File: config.mk
export PLATFORM = sky130hd
export DESIGN_NAME = shell_sort_engine
export DESIGN_NICKNAME = d
export VERILOG_FILES = /design/src/hw/rtl/sse_pkg.sv /design/src/hw/rtl/sse_key_ram.sv /design/src/hw/rtl/sse_tally.sv /design/src/hw/rtl/shell_sort_engine.sv
export SDC_FILE = /design/constraint.sdc
export NUM_CORES = 2
export LEC_CHECK = 0
export BUFFER_PORTS_ARGS = -buffer_cell sky130_fd_sc_hd__buf_2
export CORE_MARGIN = 2
export CORE_UTILIZATION = 60
export DETAILED_ROUTE_END_ITERATION = 8
export HOLD_SLACK_MARGIN = 0.02
export PLACE_DENSITY = 0.82
export SETUP_SLACK_MARGIN = 0.05
export SLEW_MARGIN = 20
export SYNTH_ARGS = -nofsm -noshare
export SYNTH_HDL_FRONTEND = slang
export SYNTH_HIERARCHICAL = 1
export SYNTH_SLANG_ARGS = --single-unit
File: constraint.sdc
create_clock -name clk -period 13.18 [get_ports clk]
set_clock_uncertainty 0.1 [all_clocks]
set_input_delay 3.295 -clock clk [delete_from_list [all_inputs] [get_ports clk]]
set_output_delay 3.295 -clock clk [all_outputs]
set_load 0.02 [all_outputs]
File: src/hw/rtl/sse_pkg.sv
`default_nettype none

package sse_pkg;

	localparam int KEY_BITS   = 32;
	localparam int COUNT_BITS = 20;
	localparam logic [COUNT_BITS-1:0] COUNT_MAX = '1;

	typedef struct packed {
		logic signed [KEY_BITS-1:0] key_value;
		logic                       is_last;
	} sse_key_word_t;

	typedef struct packed {
		logic signed [KEY_BITS-1:0] sorted_value;
		logic                       end_of_run;
		logic [COUNT_BITS-1:0]      compare_total;
		logic [COUNT_BITS-1:0]      move_total;
	} sse_res_word_t;

endpackage

`default_nettype wire

File: src/hw/rtl/sse_key_ram.sv
`default_nettype none

module sse_key_ram #(
	parameter int DEPTH = 64,
	parameter int WIDTH = 32,
	parameter int AW    = 6
) (
	input  wire logic             clk,
	input  wire logic             we,
	input  wire logic [AW-1:0]    wr_addr,
	input  wire logic [WIDTH-1:0] wr_data,
	input  wire logic [AW-1:0]    rd_addr,
	output logic      [WIDTH-1:0] rd_data
);

	logic [WIDTH-1:0] mem [DEPTH];

	always_ff @(posedge clk) begin
		if (we) begin
			mem[wr_addr] <= wr_data;
		end
	end

	always_ff @(posedge clk) begin
		rd_data <= mem[rd_addr];
	end

endmodule

`default_nettype wire

File: src/hw/rtl/sse_tally.sv
`default_nettype none

module sse_tally (
	input  wire logic                          clk,
	input  wire logic                          arst_n,
	input  wire logic                          clear,
	input  wire logic                          bump,
	output logic [sse_pkg::COUNT_BITS-1:0]     count
);
	import sse_pkg::*;

	logic [COUNT_BITS-1:0] count_q;

	always_ff @(posedge clk or negedge arst_n) begin
		if (!arst_n) begin
			count_q <= '0;
		end else if (clear) begin
			count_q <= '0;
		end else if (bump && count_q != COUNT_MAX) begin
			count_q <= count_q + COUNT_BITS'(1);
		end
	end

	assign count = count_q;

endmodule

`default_nettype wire

File: src/hw/rtl/shell_sort_engine.sv
`default_nettype none

// Collects up to CAPACITY signed keys, one word per cycle, until a word with
// is_last set arrives; key_stall is then held high while the set is sorted
// ascending in place by Shellsort with Knuth gaps (1, 4, 13, ...) and the keys
// are sent out smallest first. Keys beyond CAPACITY are taken and dropped.
// All sort traffic goes through the single read port of the key memory:
// the first gap is found by stepping up the Knuth sequence; each position
// of a pass is fetched and held while larger keys one gap below are shifted
// up until its place or the front of the set is reached; a gap change goes
// through a shrink and a set-gap state; each output key is read, loaded and
// held until taken. The final result word (end_of_run set) carries the
// comparison and move totals of the sort, saturating at 2**20-1; other
// result words carry zero totals. No clearing pass is needed after reset.
module shell_sort_engine #(
	parameter int CAPACITY = 64
) (
	input  wire logic                   clk,
	input  wire logic                   arst_n,
	input  wire logic                   key_valid,
	output logic                        key_stall,
	input  wire sse_pkg::sse_key_word_t key_data,
	output logic                        res_valid,
	input  wire logic                   res_stall,
	output sse_pkg::sse_res_word_t      res_data
);
	import sse_pkg::*;

	localparam int AW = (CAPACITY > 1) ? $clog2(CAPACITY) : 1;
	localparam int CW = $clog2(CAPACITY + 1);
	localparam int GW = $clog2(3 * CAPACITY + 2);
	localparam int unsigned INV3 = (GW % 2 == 0) ? ((2 ** (GW + 1)) + 1) / 3
	                                             : ((2 ** GW) + 1) / 3;
	localparam logic [GW-1:0] INV3_V = GW'(INV3);

	localparam logic [3:0] ST_LOAD      = 4'd0;
	localparam logic [3:0] ST_GROW      = 4'd1;
	localparam logic [3:0] ST_SHRINK    = 4'd2;
	localparam logic [3:0] ST_SETGAP    = 4'd3;
	localparam logic [3:0] ST_FETCH     = 4'd4;
	localparam logic [3:0] ST_HOLD      = 4'd5;
	localparam logic [3:0] ST_PROBE     = 4'd6;
	localparam logic [3:0] ST_CMP       = 4'd7;
	localparam logic [3:0] ST_EMIT_RD   = 4'd8;
	localparam logic [3:0] ST_EMIT_LD   = 4'd9;
	localparam logic [3:0] ST_EMIT_WAIT = 4'd10;

	logic [3:0]          state_q;
	logic [CW-1:0]       count_q;
	logic [GW-1:0]       gap_q;
	logic [GW-1:0]       gap_div_q;
	logic [AW-1:0]       i_q;
	logic [AW-1:0]       j_q;
	logic [AW-1:0]       k_q;
	logic [KEY_BITS-1:0] held_q;
	logic                out_valid_q;
	sse_res_word_t       out_data_q;

	logic                ram_we;
	logic [AW-1:0]       ram_wr_addr;
	logic [KEY_BITS-1:0] ram_wr_data;
	logic [AW-1:0]       ram_rd_addr;
	logic [KEY_BITS-1:0] ram_rd_data;

	logic                  cmp_bump;
	logic                  mov_bump;
	logic                  tally_clear;
	logic [COUNT_BITS-1:0] cmp_total;
	logic [COUNT_BITS-1:0] mov_total;

	logic                key_take;
	logic                res_take;
	logic [GW-1:0]       j_minus_gap;
	logic                j_reaches;
	logic                shift_up;
	logic [CW-1:0]       i_next;
	logic [GW-1:0]       gap_prod;
	logic                emit_end;

	assign key_take    = key_valid && !key_stall;
	assign res_take    = out_valid_q && !res_stall;
	assign j_minus_gap = GW'(j_q) - gap_q;
	assign j_reaches   = GW'(j_q) >= gap_q;
	assign shift_up    = $signed(ram_rd_data) > $signed(held_q);
	assign i_next      = CW'(i_q) + CW'(1);
	assign gap_prod    = (gap_q - GW'(1)) * INV3_V;
	assign emit_end    = (CW'(k_q) + CW'(1)) == count_q;
	assign tally_clear = key_take && key_data.is_last;

	assign key_stall = state_q != ST_LOAD;
	assign res_valid = out_valid_q;
	assign res_data  = out_data_q;

	// memory port selection
	always_comb begin
		ram_we      = 1'b0;
		ram_wr_addr = j_q;
		ram_wr_data = held_q;
		ram_rd_addr = i_q;
		cmp_bump    = 1'b0;
		mov_bump    = 1'b0;
		unique case (state_q)
			ST_LOAD: begin
				ram_we      = key_take && (count_q < CW'(CAPACITY));
				ram_wr_addr = AW'(count_q);
				ram_wr_data = key_data.key_value;
			end
			ST_HOLD: begin
				mov_bump = 1'b1;
			end
			ST_PROBE: begin
				ram_rd_addr = AW'(j_minus_gap);
				if (!j_reaches) begin
					ram_we   = 1'b1;
					cmp_bump = 1'b1;
					mov_bump = 1'b1;
				end
			end
			ST_CMP: begin
				ram_we   = 1'b1;
				cmp_bump = 1'b1;
				mov_bump = 1'b1;
				if (shift_up) begin
					ram_wr_data = ram_rd_data;
				end
			end
			ST_EMIT_RD: begin
				ram_rd_addr = k_q;
			end
			default: begin
			end
		endcase
	end

	always_ff @(posedge clk or negedge arst_n) begin
		if (!arst_n) begin
			state_q     <= ST_LOAD;
			count_q     <= '0;
			out_valid_q <= 1'b0;
		end else begin
			unique case (state_q)
				ST_LOAD: begin
					if (key_take) begin
						if (count_q < CW'(CAPACITY)) begin
							count_q <= count_q + CW'(1);
						end
						if (key_data.is_last) begin
							state_q <= ST_GROW;
						end
					end
				end
				ST_GROW: begin
					if (gap_q >= GW'(count_q)) begin
						state_q <= ST_SHRINK;
					end
				end
				ST_SHRINK: begin
					if (gap_q > GW'(1)) begin
						state_q <= ST_SETGAP;
					end else begin
						state_q <= ST_EMIT_RD;
					end
				end
				ST_SETGAP: begin
					if (gap_div_q < GW'(count_q)) begin
						state_q <= ST_FETCH;
					end else begin
						state_q <= ST_SHRINK;
					end
				end
				ST_FETCH: begin
					state_q <= ST_HOLD;
				end
				ST_HOLD: begin
					state_q <= ST_PROBE;
				end
				ST_PROBE: begin
					if (j_reaches) begin
						state_q <= ST_CMP;
					end else if (i_next < count_q) begin
						state_q <= ST_FETCH;
					end else begin
						state_q <= ST_SHRINK;
					end
				end
				ST_CMP: begin
					if (shift_up) begin
						state_q <= ST_PROBE;
					end else if (i_next < count_q) begin
						state_q <= ST_FETCH;
					end else begin
						state_q <= ST_SHRINK;
					end
				end
				ST_EMIT_RD: begin
					state_q <= ST_EMIT_LD;
				end
				ST_EMIT_LD: begin
					out_valid_q <= 1'b1;
					state_q     <= ST_EMIT_WAIT;
				end
				ST_EMIT_WAIT: begin
					if (res_take) begin
						out_valid_q <= 1'b0;
						if (out_data_q.end_of_run) begin
							count_q <= '0;
							state_q <= ST_LOAD;
						end else begin
							state_q <= ST_EMIT_RD;
						end
					end
				end
				default: begin
					state_q <= ST_LOAD;
				end
			endcase
		end
	end

	// sort datapath
	always_ff @(posedge clk) begin
		unique case (state_q)
			ST_LOAD: begin
				gap_q <= GW'(1);
			end
			ST_GROW: begin
				if (gap_q < GW'(count_q)) begin
					gap_q <= gap_q + gap_q + gap_q + GW'(1);
				end
			end
			ST_SHRINK: begin
				gap_div_q <= gap_prod;
				k_q       <= '0;
			end
			ST_SETGAP: begin
				gap_q <= gap_div_q;
				i_q   <= AW'(gap_div_q);
			end
			ST_HOLD: begin
				held_q <= ram_rd_data;
				j_q    <= i_q;
			end
			ST_PROBE: begin
				if (!j_reaches) begin
					i_q <= AW'(i_next);
				end
			end
			ST_CMP: begin
				if (shift_up) begin
					j_q <= AW'(j_minus_gap);
				end else begin
					i_q <= AW'(i_next);
				end
			end
			ST_EMIT_LD: begin
				out_data_q.sorted_value  <= $signed(ram_rd_data);
				out_data_q.end_of_run    <= emit_end;
				out_data_q.compare_total <= emit_end ? cmp_total : '0;
				out_data_q.move_total    <= emit_end ? mov_total : '0;
			end
			ST_EMIT_WAIT: begin
				if (res_take) begin
					k_q <= k_q + AW'(1);
				end
			end
			default: begin
			end
		endcase
	end

	sse_key_ram #(
		.DEPTH (CAPACITY),
		.WIDTH (KEY_BITS),
		.AW    (AW)
	) u_key_ram (
		.clk     (clk),
		.we      (ram_we),
		.wr_addr (ram_wr_addr),
		.wr_data (ram_wr_data),
		.rd_addr (ram_rd_addr),
		.rd_data (ram_rd_data)
	);

	sse_tally u_cmp_tally (
		.clk    (clk),
		.arst_n (arst_n),
		.clear  (tally_clear),
		.bump   (cmp_bump),
		.count  (cmp_total)
	);

	sse_tally u_mov_tally (
		.clk    (clk),
		.arst_n (arst_n),
		.clear  (tally_clear),
		.bump   (mov_bump),
		.count  (mov_total)
	);

	a_count_bound: assert property (@(posedge clk) disable iff (!arst_n)
		count_q <= CW'(CAPACITY))
		else $error("key count above capacity");

	a_last_stalls: assert property (@(posedge clk) disable iff (!arst_n)
		key_valid && !key_stall && key_data.is_last |=> key_stall)
		else $error("input not stalled after last key");

	a_valid_only_emit: assert property (@(posedge clk) disable iff (!arst_n)
		out_valid_q |-> state_q == ST_EMIT_WAIT)
		else $error("result valid outside emission");

	a_probe_in_set: assert property (@(posedge clk) disable iff (!arst_n)
		state_q == ST_PROBE |-> CW'(j_q) < count_q)
		else $error("probe index beyond loaded set");

endmodule

`default_nettype wire
=== Yosys cells after proc, flatten, opt, wreduce, memory -nomap -nowiden ===
Memory sizes are Yosys's and may differ from the RTL's. A register that Yosys moved wholly into a read port is not among the register bits.
Index checks and enable logic that the tools add are counted.

* Register bits after elaboration: 191
* RAM bits: 2048
* Input bits: 37
* Output and inout bits: 75
* Word-level logic and storage cells: 126
* Memories: 1

{| class="wikitable"
|+ Memories
! name !! words !! width !! read ports !! clocked after Yosys merged registers in !! wr ports !! line !! RTL
|-
| u_key_ram.mem || 64 || 32 || 1 || 1 || 1 || sse_key_ram.sv:16 || <nowiki>logic [WIDTH-1:0] mem [DEPTH];</nowiki>
|}

* Add/subtract/negate cells: 11
* Multiply operators: 1
* Order comparisons: 8
* Equal/unequal tests: 23
* Multiplexer cells: 41
* Reduce and logical (&&, ||, !) cells: 26

{| class="wikitable"
|+ Operators by type and width
! kind !! number
|-
| $mux 20 || 4
|-
| $pmux 32 s2 || 1
|-
| $pmux 4 s11 || 1
|-
| $add 20x1->20 const B || 2
|-
| $ne 20x20->1 const B || 2
|-
| $pmux 6 s2 || 3
|-
| $gt 32x32->1 || 1
|-
| $mux 32 || 1
|-
| $mux 6 || 5
|-
| $mux 4 || 7
|-
| $mux 7 || 4
|-
| $pmux 8 s3 || 1
|-
| $ne 2x2->1 const B || 10
|-
| $pmux 6 s3 || 1
|-
| $add 8x8->8 || 2
|-
| $eq 4x3->1 const B || 4
|-
| $lt 8x7->1 || 2
|-
| $add 6x1->7 const B || 2
|-
| $pmux 7 s2 || 1
|-
| $eq 4x4->1 const B || 3
|-
| $reduce_bool 2->1 || 6
|-
| $mux 3 || 3
|-
| $add 8x1->8 const B || 1
|-
| $eq 4x2->1 const B || 2
|-
| 26 further kinds || 41
|}

=== Longest topological paths before layout ===
* Depth in word-level cells: 7
* Mapped depth: 17
* Gate-level depth less buffers: 17

=== By module ===
Netlist, hierarchy kept.

{| class="wikitable"
|+ By module, submodules not included
! module !! instances !! cells an instance !! area an instance (um^2) !! sequential area each (um^2)
|-
| sse_key_ram || 1 || 3324 || 78515.3 || 62139.6
|-
| shell_sort_engine || 1 || 781 || 8986.1 || 4474.3
|-
| sse_tally at u_cmp_tally || 1 || 129 || 1197.4 || 500.5
|-
| sse_tally at u_mov_tally || 1 || 112 || 1102.3 || 500.5
|}

=== Worst setup path before layout ===
Ideal clock, no wire load.

* Path type: input-to-reg
* From: input key_valid
* To: memory u_key_ram.mem[49][0] (enable)
* Library setup time: 0.461 ns
* Arrival time: 6.126 ns
* Required time: 12.619 ns
* Setup slack: 6.493 ns
* Cell stages on the path: 5
* Path buffers: 0
* Path through: nand3_1 nand2_1 nor2b_1 nand4_1 nor3_1

* Longest elaborated chain between the ends: 5

{| class="wikitable"
|+ RTL lines
! what !! line !! RTL
|-
| start, declared || shell_sort_engine.sv:20 || <nowiki>input wire logic key_valid,</nowiki>
|-
| $logic_and 1x1->1 || shell_sort_engine.sv:80 || <nowiki>assign key_take = key_valid && !key_stall;</nowiki>
|-
| $logic_and 1x1->1 || shell_sort_engine.sv:104 || <nowiki>ram_we = key_take && (count_q < CW'(CAPACITY));</nowiki>
|-
| $pmux 1 s3 || shell_sort_engine.sv:102 || <nowiki>unique case (state_q)</nowiki>
|-
| named net ram_we || shell_sort_engine.sv:59 || <nowiki>logic ram_we;</nowiki>
|-
| $mux 1 || sse_key_ram.sv:19 || <nowiki>if (we) begin</nowiki>
|-
| $mux 1 (implied by the code) || sse_key_ram.sv:20 || <nowiki>mem[wr_addr] <= wr_data;</nowiki>
|-
| end, declared || sse_key_ram.sv:16 ||
|}

The timed path passes the listed nets, and every way through them passes these cells.

=== Worst setup path after layout ===
* From: register state_q[2]
* To: register u_key_ram.rd_data[15], read port of u_key_ram.mem

* Longest elaborated chain between the ends: 2
* Elaborated cells on any way between the ends: 3
* Classes of those cells: eq/ne: 2; mux: 1

{| class="wikitable"
|+ RTL lines
! what !! line !! RTL
|-
| start, declared || shell_sort_engine.sv:48 || <nowiki>logic [3:0] state_q;</nowiki>
|-
| start signal, assigned || shell_sort_engine.sv:137 || <nowiki>state_q <= ST_LOAD;</nowiki>
|-
| start signal, assigned || shell_sort_engine.sv:148 || <nowiki>state_q <= ST_GROW;</nowiki>
|-
| start signal, assigned || shell_sort_engine.sv:154 || <nowiki>state_q <= ST_SHRINK;</nowiki>
|-
| $eq 4x4->1 / $eq 4x3->1 (equally long branches) || shell_sort_engine.sv:102 ||
|-
| $pmux 6 s2 * || shell_sort_engine.sv:102 ||
|-
| named net ram_rd_addr[0] || shell_sort_engine.sv:62 || <nowiki>logic [AW-1:0] ram_rd_addr;</nowiki>
|-
| end, declared || sse_key_ram.sv:13 || <nowiki>output logic [WIDTH-1:0] rd_data</nowiki>
|}

The timed path passes the listed nets; every way through them passes the cells marked *.
A chain may end at the register's enable or synchronous reset.

==> summary.txt <==
run status: completed
period utilization: 46.5%
WP buf/inv: 2
DRC errors left: 0
highest cell delay on the worst timing path: 960 ps
clock sink total: 2,271
Die W: 391 um
aggregate routed wire length: 253,000 um
Slew Viols, Final: 0
fin util: 68.0%
top_reg_cell synth: edfxtp_1
Yosys top cell area share: 73.1%
DR vias/cell: 7.28
most instantiated cells after synthesis: edfxtp_1, mux4_2, nor2_1
worst path cell trace: nand2b_1, nor3_1, a221o_4, buf_12, buf_12, mux4_2, mux2i_1, a21oi_1, a21oi_1, nor2_1
Area growth, synth to finish: 12.3%
most common cell in the synthesized netlist: edfxtp_1
initial core utilization: 60.6%
mapped cell area: 89,800 um^2
Slew headroom: 16.0%
initial antenna violation count: 18
post-CTS setup buffer count: 0
DR iter-0 viols: 9,098
htree depth: 4
setup_tns: 0 ps
Mapped Cells: 4,346
Critical Path Fanout Max: 100
sequential fraction of the synthesis area: 75.3%
Clock Path Buffers: 3
largest cells by area after synthesis: edfxtp_1, mux4_2, dfrtp_1, ha_1, mux2i_1
Final #Nets: 4,720
Arr. time, crit path: 6730 ps
Post-CTS Hold Fix Bufs: 0
RSZ-0062 raised after global routing: no
layout cells sized above 1: 26.3%
Yosys reg bits: 2,271
vias in the first global route: 47,549
slowest stage cell, crit path: a21oi_1
Mapped Nets: 4,486
Max Clk Rate: 163 MHz
max cap viols: 0
largest net degree at the start of global routing: 132
GPL Wtd Cong: 0.910
row count: 141
Die Y: 391 um
Syn Area/Cell: 20.7 um^2
Post-CTS Resized: 0
Setup CP Type: reg -> reg
DP HPWL: 136,000 um
cell accounting for the most synthesized area: edfxtp_1
number of port buffers: 111
ys async rst share: 2.29%
Root Buffer: clkbuf_16
worst skew pair latency: 870 ps
Worst-Margin Slew: 1260 ps
Worst-path clk slew: 60 ps
Post-synth EDFFs: 2,187
1st-pass router iterations: 8
gr usage total: 33.3%
CTS tree: built
DIE AREA: 153,000 um^2
maximum vdd drop: 0.135 mV
via count: 48,798
Crit path max-delay family: compound AO/OA/AOI/OAI gates
Setup crit start kind: register
global-route wire length before repair: 355,000 um
core box area: 148,000 um^2
CP Capture Type: register
cts bufs inserted: 204
leak pwr: 23.9 nW
Ys Warns: 6
I/O Pins: 112
shortest period the worst path allows: 6130 ps
GRT Residual Overflow: 0
WL/cell: 37.8 um
setup violators final: 0
WP data required: 13,780 ps
Hold/Removal Path Class: reg -> reg
endpoints failing hold: 0
Distinct cells, synth: 83
Routed Antenna Nets: 0
Pwr per Cell Area: 139 nW/um^2
[sequential cells by signal (all words and copies together), names as in the netlist]
register,flops
u_mov_tally/count,20
i_q,6
res_valid,1
state_q,4
u_key_ram/mem,2048
k_q,6
count_q,7
held_q,32
u_cmp_tally/count,20
res_data,73
j_q,6
gap_q,8
u_key_ram/rd_data,32
gap_div_q,8
[worst paths after layout]
path / depth (start not counted) / endpoint / slack, ps / from
min in group asynchronous: 2 / count_q[3] / 2480 / arst_n
max in group asynchronous: 2 / u_mov_tally/count[14] / 10020 / arst_n
max reg2reg: 10 / u_key_ram/rd_data[15] / 7050 / state_q[2]
min reg2reg: 1 / u_cmp_tally/count[10] / 450 / u_cmp_tally/count[10]
max: 10 / u_key_ram/rd_data[15] / 7050 / state_q[2]
min: 1 / u_cmp_tally/count[10] / 450 / u_cmp_tally/count[10]
[layout make-up]
class                   count  area (um^2)
multi-input cells        1786        21500
repair buffers            239         2010
flip-flops and latches   2271        67600
fillers                  8446        47400
diodes                      8         20.0
clock inverters           127         1450
well taps                1930         2410
inverters                  78          293
clock buffers             260         5480
[stage by stage]
step / instance area, um^2 / instances / total power (W) / hold WS (ps) / setup WS, ps
finish: 101000 / 6699 / 0.0141 / 447 / 7050
global route: 101000 / 6691 / 0.0143 / 480 / 6690
CTS: 100000 / 6673 / 0.0141 / 456 / 7090
detailed placement: 93400 / 6286 / 0.00798 / 444 / 6450
global placement: 93200 / 6278 / 0.00798 / 415 / 6510
floorplan: 89800 / 4346 / 0.00796 / 348 / 6490
[per-layer routing]
layer | track usage (%) | up-vias | wire length (um)
li1 | - | 18468 | -
met1 | 42.7 | 24852 | 81100
met2 | 50.5 | 4569 | 117000
met3 | 12.4 | 891 | 39900
met4 | 16.6 | 18 | 15100
met5 | 0.574 | - | 211
[logic make-up after synthesis]
kind of cell	after synthesis	share of synthesized area, %
compound gates	394	2.99
buf+inv	289	1.48
flops	2271	75.3
fa+ha+maj	103	1.49
xor+xnor	56	0.546
mux	659	15.0
simple gates	574	3.25
[cell usage in the layout (no fill, tap or decap), drive strengths merged, types with 28 or more instances in the layout]
cell / n
mux2i: 95
ha: 96
clkbuf: 260
xnor2: 42
nand3: 37
o21ai: 32
dfrtp: 52
bufinv: 28
nor2b: 33
nand2: 94
nor2: 204
buf: 239
edfxtp: 2187
inv: 90
dfxtp: 32
clkinv: 80
mux4: 544
and2: 78
o22ai: 85
a21oi: 117
a221o: 34
[power breakdown]
group / total (W) / leakage, nW / switching, W / internal [W]
combinational: 0.0000263 / 7.32 / 0.0000171 / 0.00000924
sequential: 0.00779 / 13.2 / 0.00000612 / 0.00779
clock: 0.00624 / 3.39 / 0.00274 / 0.00351
total: 0.0141 / 23.9 / 0.00276 / 0.0113
(Power assumes the default switching activity.)
